**src/sv/static_model_arithmetic_encoder_core_assert.svh**
```systemverilog
`ifndef STATIC_MODEL_ARITHMETIC_ENCODER_CORE_ASSERT_SVH
`define STATIC_MODEL_ARITHMETIC_ENCODER_CORE_ASSERT_SVH

// same-cycle implication, sampled on clk, off while rst is high
`define SMAE_ASSERT_NOW(label, ante, cons, msg) \
  label: assert property (@(posedge clk) disable iff (rst) (ante) |-> (cons)) \
    else $error(msg);

// next-cycle implication, sampled on clk, off while rst is high
`define SMAE_ASSERT_NEXT(label, ante, cons, msg) \
  label: assert property (@(posedge clk) disable iff (rst) (ante) |=> (cons)) \
    else $error(msg);

`endif

```
**src/sv/smae_pkg.sv**
```systemverilog
package smae_pkg;

  // coding precision and model size
  localparam int PRECISION   = 16;
  localparam int ALPHABET    = 256;
  localparam int RUN_BITS    = 16;
  localparam int TABLE_DEPTH = ALPHABET + 1;

  // beat field widths
  localparam int ACTION_W = 2;
  localparam int SYMBOL_W = 8;
  localparam int INDEX_W  = 9;
  localparam int VALUE_W  = 17;
  localparam int RUN_W    = 16;
  localparam int STATUS_W = 2;

  // datapath widths
  localparam int RANGE_W = PRECISION;
  localparam int PROD_W  = RANGE_W + VALUE_W;
  localparam int ONES_W  = RUN_BITS;
  localparam int CNT_W   = $clog2(PRECISION + 1);

  localparam logic [INDEX_W-1:0] TABLE_LAST   = INDEX_W'(ALPHABET);
  localparam logic [INDEX_W-1:0] SYMBOL_LIMIT = INDEX_W'(ALPHABET);
  localparam logic [CNT_W-1:0]   FLUSH_COUNT  = CNT_W'(PRECISION);

  // actions
  localparam logic [ACTION_W-1:0] ACT_LOAD   = 2'd0;
  localparam logic [ACTION_W-1:0] ACT_ENCODE = 2'd1;
  localparam logic [ACTION_W-1:0] ACT_FLUSH  = 2'd2;

  // result status
  localparam logic [STATUS_W-1:0] ST_OK         = 2'd0;
  localparam logic [STATUS_W-1:0] ST_ZERO_WIDTH = 2'd1;
  localparam logic [STATUS_W-1:0] ST_RUN_OVF    = 2'd2;

  // run packer commands
  localparam logic [1:0] OP_RUN    = 2'd0;
  localparam logic [1:0] OP_CLOSE  = 2'd1;
  localparam logic [1:0] OP_STATUS = 2'd2;

  typedef struct packed {
    logic                valid;
    logic [1:0]          op;
    logic                code_bit;
    logic [RUN_W-1:0]    count;
    logic [STATUS_W-1:0] status;
    logic                last;
  } pack_cmd_t;

  typedef struct packed {
    logic ready;
    logic acc_valid;
  } pack_stat_t;

endpackage

```
**src/sv/smae_ifs.sv**
```systemverilog


interface smae_out_if;
  logic                            valid;
  logic                            ready;
  logic                            code_bit;
  logic [smae_pkg::RUN_W-1:0]      run_length;
  logic [smae_pkg::STATUS_W-1:0]   status;
  logic                            last;

  modport source (output valid, code_bit, run_length, status, last, input ready);
  modport sink (input valid, code_bit, run_length, status, last, output ready);
endinterface

```
**src/sv/smae_run_pack.sv**
```systemverilog
`include "static_model_arithmetic_encoder_core_assert.svh"

module smae_run_pack (
  input  logic                   clk,
  input  logic                   rst,
  input  smae_pkg::pack_cmd_t    cmd,
  output smae_pkg::pack_stat_t   stat,
  smae_out_if.source             results
);

  logic                          acc_valid;
  logic                          acc_bit;
  logic [smae_pkg::RUN_W-1:0]    acc_run;

  logic                          o_valid;
  logic                          o_bit;
  logic [smae_pkg::RUN_W-1:0]    o_run;
  logic [smae_pkg::STATUS_W-1:0] o_status;
  logic                          o_last;

  logic                          out_free;
  logic [smae_pkg::RUN_W:0]      run_sum;
  logic                          run_zero;
  logic                          run_merge;
  logic                          fire;
  logic                          emit_acc;
  logic                          emit_status;

  always_comb begin
    out_free    = !o_valid || results.ready;
    run_sum     = {1'b0, acc_run} + {1'b0, cmd.count};
    run_zero    = (cmd.count == '0);
    run_merge   = acc_valid && (acc_bit == cmd.code_bit) && !run_sum[smae_pkg::RUN_W];
    stat.ready  = 1'b1;
    emit_acc    = 1'b0;
    emit_status = 1'b0;
    unique case (cmd.op)
      smae_pkg::OP_RUN: begin
        stat.ready = run_zero || run_merge || !acc_valid || out_free;
        emit_acc   = cmd.valid && !run_zero && !run_merge && acc_valid && out_free;
      end
      smae_pkg::OP_CLOSE: begin
        stat.ready = !acc_valid || out_free;
        emit_acc   = cmd.valid && acc_valid && out_free;
      end
      smae_pkg::OP_STATUS: begin
        stat.ready  = out_free;
        emit_status = cmd.valid && out_free;
      end
      default: begin
        stat.ready = 1'b1;
      end
    endcase
    fire           = cmd.valid && stat.ready;
    stat.acc_valid = acc_valid;
  end

  always_ff @(posedge clk) begin
    if (rst) begin
      acc_valid <= 1'b0;
      o_valid   <= 1'b0;
    end else begin
      if (fire && (cmd.op == smae_pkg::OP_RUN) && !run_zero && !run_merge) begin
        acc_valid <= 1'b1;
      end else if (fire && (cmd.op == smae_pkg::OP_CLOSE)) begin
        acc_valid <= 1'b0;
      end
      if (emit_acc || emit_status) begin
        o_valid <= 1'b1;
      end else if (results.ready) begin
        o_valid <= 1'b0;
      end
    end
  end

  // merge register and output beat
  always_ff @(posedge clk) begin
    if (fire && (cmd.op == smae_pkg::OP_RUN) && !run_zero) begin
      if (run_merge) begin
        acc_run <= run_sum[smae_pkg::RUN_W-1:0];
      end else begin
        acc_bit <= cmd.code_bit;
        acc_run <= cmd.count;
      end
    end
    if (emit_acc) begin
      o_bit    <= acc_bit;
      o_run    <= acc_run;
      o_status <= smae_pkg::ST_OK;
      o_last   <= (cmd.op == smae_pkg::OP_CLOSE) && cmd.last;
    end else if (emit_status) begin
      o_bit    <= 1'b0;
      o_run    <= '0;
      o_status <= cmd.status;
      o_last   <= cmd.last;
    end
  end

  assign results.valid      = o_valid;
  assign results.code_bit   = o_bit;
  assign results.run_length = o_run;
  assign results.status     = o_status;
  assign results.last       = o_last;

  `SMAE_ASSERT_NOW(a_acc_nonzero, acc_valid, acc_run != '0, "empty run held for merging")
  `SMAE_ASSERT_NOW(a_status_bare, o_valid && (o_status != smae_pkg::ST_OK), (o_run == '0) && !o_bit, "status beat carries bits")
  `SMAE_ASSERT_NOW(a_ok_nonempty, o_valid && (o_status == smae_pkg::ST_OK) && !o_last, o_run != '0, "empty run beat before the last")

endmodule

```
**src/flat_wrapper.sv**
```systemverilog
// flat-port wrapper written by rule: the top's interface ports become plain ports
module smae_run_pack_flat 
  (clk, rst, cmd, stat, results_valid, results_code_bit, results_run_length, results_status, results_last, results_ready);
  smae_out_if results_i ();
  input  logic clk;
  input  logic rst;
  input  smae_pkg::pack_cmd_t cmd;
  output smae_pkg::pack_stat_t stat;
  output wire logic [$bits(results_i.valid)-1:0] results_valid;
  output wire logic [$bits(results_i.code_bit)-1:0] results_code_bit;
  output wire logic [$bits(results_i.run_length)-1:0] results_run_length;
  output wire logic [$bits(results_i.status)-1:0] results_status;
  output wire logic [$bits(results_i.last)-1:0] results_last;
  input wire logic [$bits(results_i.ready)-1:0] results_ready;
  assign results_valid = results_i.valid;
  assign results_code_bit = results_i.code_bit;
  assign results_run_length = results_i.run_length;
  assign results_status = results_i.status;
  assign results_last = results_i.last;
  assign results_i.ready = results_ready;
  smae_run_pack u_core (.clk(clk), .rst(rst), .cmd(cmd), .stat(stat), .results(results_i));
endmodule
```
**config.mk**
```make
export PLATFORM = sky130hd
export DESIGN_NAME = smae_run_pack_flat
export DESIGN_NICKNAME = d
export VERILOG_FILES = /design/src/sv/smae_pkg.sv /design/src/sv/smae_ifs.sv /design/src/sv/smae_run_pack.sv /design/src/flat_wrapper.sv
export VERILOG_INCLUDE_DIRS = /design/src /design/src/sv
export SDC_FILE = /design/constraint.sdc
export NUM_CORES = 1
export LEC_CHECK = 0
export BUFFER_PORTS_ARGS = -buffer_cell sky130_fd_sc_hd__buf_2
export CORE_MARGIN = 5
export CORE_UTILIZATION = 40
export CTS_CLUSTER_DIAMETER = 60
export DETAILED_ROUTE_END_ITERATION = 12
export MAX_ROUTING_LAYER = met4
export PLACE_DENSITY_LB_ADDON = 0.05
export SLEW_MARGIN = 25
export SYNTH_ARGS = -nofsm -noshare
export SYNTH_HDL_FRONTEND = slang
export SYNTH_SLANG_ARGS = --single-unit
export TNS_END_PERCENT = 1
```
**constraint.sdc**
```tcl
create_clock -name clk -period 4 [get_ports clk]
set_input_delay 0.6 -clock clk [delete_from_list [all_inputs] [get_ports clk]]
set_output_delay 0.6 -clock clk [all_outputs]
set_load 0.03 [all_outputs]
```
Word level (Yosys, flattened, before mapping):

Index checks and enable logic that the tools add are counted.

* add/subtract/negate cells: 1
* reduce and logical (&&, ||, !) cells: 32
* shifts and indexed selects: 0
* multiplexer cells: 14
* equality and inequality tests: 3
* multiply operators: 0
* bitwise gates (word level): 1
* divide/modulo/power cells: 0
* magnitude comparators: 0

Operator list (number)
* 2-to-1 mux 16 bit: 3
* adder 16 x 16 -> 17 bit: 1
* logical NOT 16 bit: 1
* logical AND 1 bit: 15
* 2-to-1 mux 1 bit: 9
* logical OR 1 bit: 6
* nonzero test 2 bit: 3
* logical NOT 1 bit: 5
* one-hot mux 1 bit (3 select lines): 1
* equality test 2 x 1 -> 1 bit (second input constant): 1
* equality test 2 bit (second input constant): 1
* logical NOT 2 bit: 1
* one-hot mux 1 bit (2 select lines): 1
* AND reduction 2 bit: 1
* equality test 1 bit: 1
* NOT 1 bit: 1

* bits in writable memories: 0
* bits in latches: 0
* output and inout port bits: 23
* input port bits: 26
* memories: 0
* bits in read-only memories: 0
* register bits: 39

Depth between registers and ports, before layout:

* depth in word-level cells: 12
* depth in mapped cells: 10
* depth with buffers taken out: 8

Least setup slack after synthesis:

Ideal clock, no wire load.

* path kind: input-to-reg
* start: input port cmd[3] (netlist name)
* end: register u_core.acc_run[0] (netlist name), enable pin
* data arrival time: 2.963 ns
* buffers on the path: 2
* path slack: 0.642 ns
* cell stages on the path: 9
* cell sequence: ha_1 -> fa_1 -> nand3_1 -> a21oi_1 -> o2111a_1 -> or2_1 -> buf_6 -> buf_2 -> a21oi_1

* cells in the longest elaborated chain, start to end: 10
* elaborated cells between the ends (all ways): 12
* those cells by class: add/sub (1); mux (1); reduce/logical (10)

Ends and longest elaborated chain
* from (decl): line flat_wrapper.sv:7 `input smae_pkg::pack_cmd_t cmd;`
* adder 16 x 16 -> 17 bit: line smae_run_pack.sv:31 `run_sum = {1'b0, acc_run} + {1'b0, cmd.count};`
* logical NOT 1 bit: line smae_run_pack.sv:33 `run_merge = acc_valid && (acc_bit == cmd.code_bit) && !run_sum[smae_pkg::RUN_W];`
* logical AND 1 bit: line smae_run_pack.sv:33
* logical OR 1 bit (3 in series): line smae_run_pack.sv:39 `stat.ready = run_zero || run_merge || !acc_valid || out_free;`
* one-hot mux 1 bit (3 select lines): line smae_run_pack.sv:37 `unique case (cmd.op)`
* logical AND 1 bit: line smae_run_pack.sv:54 `fire = cmd.valid && stat.ready;`
* logical AND 1 bit: line smae_run_pack.sv:78 `if (fire && (cmd.op == smae_pkg::OP_RUN) && !run_zero) begin`
* logical AND 1 bit *: line smae_run_pack.sv:78
* to (signal assigned): line smae_run_pack.sv:80 `acc_run <= run_sum[smae_pkg::RUN_W-1:0];`
* to (signal assigned): line smae_run_pack.sv:83 `acc_run <= cmd.count;`
* to (decl): line smae_run_pack.sv:13 `logic [smae_pkg::RUN_W-1:0] acc_run;`

Mark *: on every way between the ends. The rest lies on a longest branch, timed or not.
A chain may end at the register's enable or synchronous reset.

==> impl_results.md <==
* Min Tclk post-route at 3288 ps
* Core area at between 5000 and 6000 sq um
* Most frequent cells in the layout: 48 x buf_2, 35 x edfxtp_1, 24 x nand2_1
* Startpoint of the worst hold path: rst
* Final setup viols at 0
* Setup ws final at 711.6 ps
* Worst min path class: primary input to register
* DRC at 0
* Initial Util at 40.62%
* GRT overflow at 0
* Commonest non-fill, non-tap cell in the layout: buf_2
* CP Max Fanout at 4
* First-pass GRT wire length at 8.300 mm
* Arr. time, crit path at between 2000 and 3000 ps
* Max-cap viol count at 0
* Pre-CTS WS at 694.3 ps
* CP required at 3400 ps
* Synthesized area at 2362 sq um
* Period utilization at between 80 and 90%
* H-tree depth at 2
* Synth warn at 0
* Port bufs at 48
* Power Density at around 340 nW/um^2
* R2R cell count at 8
* Final Wtd Congestion at 0.8483
* Die outline height at 86.85 um
* IR drop worst, VDD at 0.0001656 V
* Avg WL per Cell at 14.58 um
* Crit path capture type: output pin
* Utilization after layout at 47.63%
* Layout cells sized above 1 at between 20% and 30%
* Clock transition at the registers of the reported paths at 70 ps
* RSZ-0062 raised after global routing: false
* I/O pins at 49
* Post-DP HPWL at 3.906 mm
* Routed Antenna Nets at 0
* Cts-stage hold buffer count at 0
* CTS root buffer: clkbuf_8
* Initial drt markers at 124
* Kind of critical path: primary input to output pin
* Ant. Diodes at 0
* Crit path launch: cmd[3]
* Vias per inst at between 5 and 6
* Fin. max-slew vios at 0
* Crit path cell chain: buf_2, ha_1, fa_1, nand3_1, a21oi_1, o2111a_1, o21ai_0, a211oi_1, o21bai_1, buf_2
* Reg-to-reg startpoint: u_core.acc_run[0]
* Status: complete, no violations
* Clock sink total at 39
* Leakage power at 1.143 nW
* Slowest cell delay on critical path at approximately 410 ps
* Fmax at 0.3041 GHz
* Post-CTS Resized at 0
* Routed WL at 5.175 mm
* Setup TNS at 0 ps
* Crit path top cell by count: buf_2
* Synthesized net count at 271
* Rows at 28
* Layout filler cell count at about 570
* Max_slew headroom at 63.28%
* Least-Margin Pin Slew at 550.8 ps
* Largest net degree at the start of global routing at 33
* Die area at 7543 sq um
* Slowest cell on the critical path: fa_1
* Netlist cell types at 44
* #FFs+latches synth at 39
* Die width at 86.85 um
* Clock tree from TritonCTS: built
* Hold Path Depth at 2
* Gr usage total at 14.68%
* Area Growth Syn to Fin at 17.27%
* Clock Latency Late Sink at 290 ps
* # Post-CTS Setup Buffers at 0
* Synthesized area per cell at 10.36 sq um
* Sequential area share after synthesis at 47.88%
* Register area at 1131 sq um
* Via count at 1829
* Clock buffer depth at 2
* Crit start category: primary input
* Initial antenna violation count at 0
* 1st-pass router iterations at 4
* Mapped Cells at 228
* Clock buffer count from CTS at 5
* Area of the multi-input gates at 1156 sq um
* Nets at 322
* Final Hold Fails at 0
* Clock skew at about 3.6 ps
* Number of global-route vias before repair at between 1.5k and 2k
-- report_power, final --
part | total (mW) | switching (mW) | internal [mW] | leakage [nW]
combinational | 0.182 | 0.111 | 0.0710 | 0.738
sequential | 0.470 | 0.00691 | 0.463 | 0.353
clock | 0.293 | 0.136 | 0.157 | 0.0515
total | 0.945 | 0.254 | 0.691 | 1.14
-- path summary, 6_finish.rpt --
path,end,slack [ps]
setup / recovery,stat[1],710
hold / removal,u_core.acc_valid,470
setup reg to reg,u_core.acc_run[3],1160
hold reg to reg,u_core.results.status[0],500
-- per-layer routing --
metal	part of all wire [%]	up-vias	wire length [um]	global-route usage (%)
li1	-	939	-	-
met1	48	841	2476	19.02
met2	45	42	2333	22.64
met3	5.7	7	295	3.879
met4	1.3	0	68	4.249
met5	0	-	0	-
-- cell families (layout without fill, tap and decap cells) --
kind of cell,after synthesis,count (layout),share of synthesized area (%)
buf+inv,14,66,3.178
compound gates,58,58,14.78
simple gates,81,81,17.21
xor+xnor,14,14,5.191
flops,39,39,47.88
fa+ha+maj,17,17,9.322
mux,5,5,2.436
-- worst max-delay path: cells and delay by family --
family	cells	cell delay [ps]
AOI/OAI and AO/OA	5	1020
adders and majority gates	2	630
buffers and inverters	2	330
and+or+nand+nor	1	110
-- cell usage after synthesis --
| master | n | area [sq um] |
|---|---|---|
| edfxtp_1 | 35 | 1051 |
| nand2_1 | 24 | 90.09 |
| o21ai_0 | 22 | 110.1 |
| and2_1 | 19 | 118.9 |
| ha_1 | 16 | 200.2 |
| a21oi_1 | 14 | 70.07 |
| nor2_1 | 12 | 45.04 |
| xnor2_1 | 11 | 96.34 |
| inv_1 | 7 | 26.28 |
| nand3_1 | 7 | 35.03 |
| nor4_1 | 5 | 31.28 |
| a31oi_1 | 4 | 25.02 |
| dfxtp_1 | 4 | 80.08 |
| nor2b_1 | 3 | 18.77 |
| nor3_1 | 3 | 15.01 |
| o21a_1 | 3 | 22.52 |
| xor2_1 | 3 | 26.28 |
| a211oi_1 | 2 | 15.01 |
| a21boi_0 | 2 | 15.01 |
| a21o_1 | 2 | 15.01 |
| buf_2 | 2 | 10.01 |
| buf_6 | 2 | 22.52 |
| mux2_2 | 2 | 22.52 |
| mux2i_1 | 2 | 20.02 |
| nand4_1 | 2 | 12.51 |
| o21bai_1 | 2 | 15.01 |
| a211o_1 | 1 | 8.760 |
| a221oi_1 | 1 | 8.760 |
| a22oi_1 | 1 | 7.510 |
| a31o_2 | 1 | 8.760 |
| and3_1 | 1 | 6.260 |
| buf_4 | 1 | 7.510 |
| clkbuf_1 | 1 | 3.750 |
| clkbuf_2 | 1 | 5.000 |
| fa_1 | 1 | 20.02 |
| mux2_4 | 1 | 15.01 |
| nand2b_1 | 1 | 6.260 |
| nand4b_1 | 1 | 8.760 |
| o2111a_1 | 1 | 11.26 |
| o221ai_1 | 1 | 8.760 |
| o31ai_1 | 1 | 7.510 |
| or2_1 | 1 | 6.260 |
| or2_2 | 1 | 6.260 |
| or3_1 | 1 | 6.260 |
-- through the flow --
| stage | hold slack, ps | area (sq um) | power (mW) | instances |
|---|---|---|---|---|
| floorplan | 487.8 | 2362 | 0.6070 | 228 |
| global placement | 470.6 | 2670 | 0.6617 | 347 |
| detailed placement | 483.3 | 2670 | 0.6619 | 347 |
| CTS | 465.2 | 2770 | 0.9583 | 355 |
| global route | 458.5 | 2770 | 1.001 | 355 |
| finish | 472.6 | 2770 | 0.9450 | 355 |
-- final cells by class --
class                      instances  share of cell area, %
clock buffer                       8                  3.613
sequential                        39                  40.83
tap                               75                  3.388
inverter                           7                 0.9485
timing repair buffer              51                  9.485
multi-input combinational        175                  41.73
-- flip-flops by register name, summed over array words and instances (netlist names) --
signal                     count
u_core.results.code_bit        1
u_core.results.valid           1
u_core.results.run_length     16
u_core.results.status          2
u_core.results.last            1
u_core.acc_valid               1
u_core.acc_run                16
u_core.acc_bit                 1
Power figures use the tool's default switching activity.
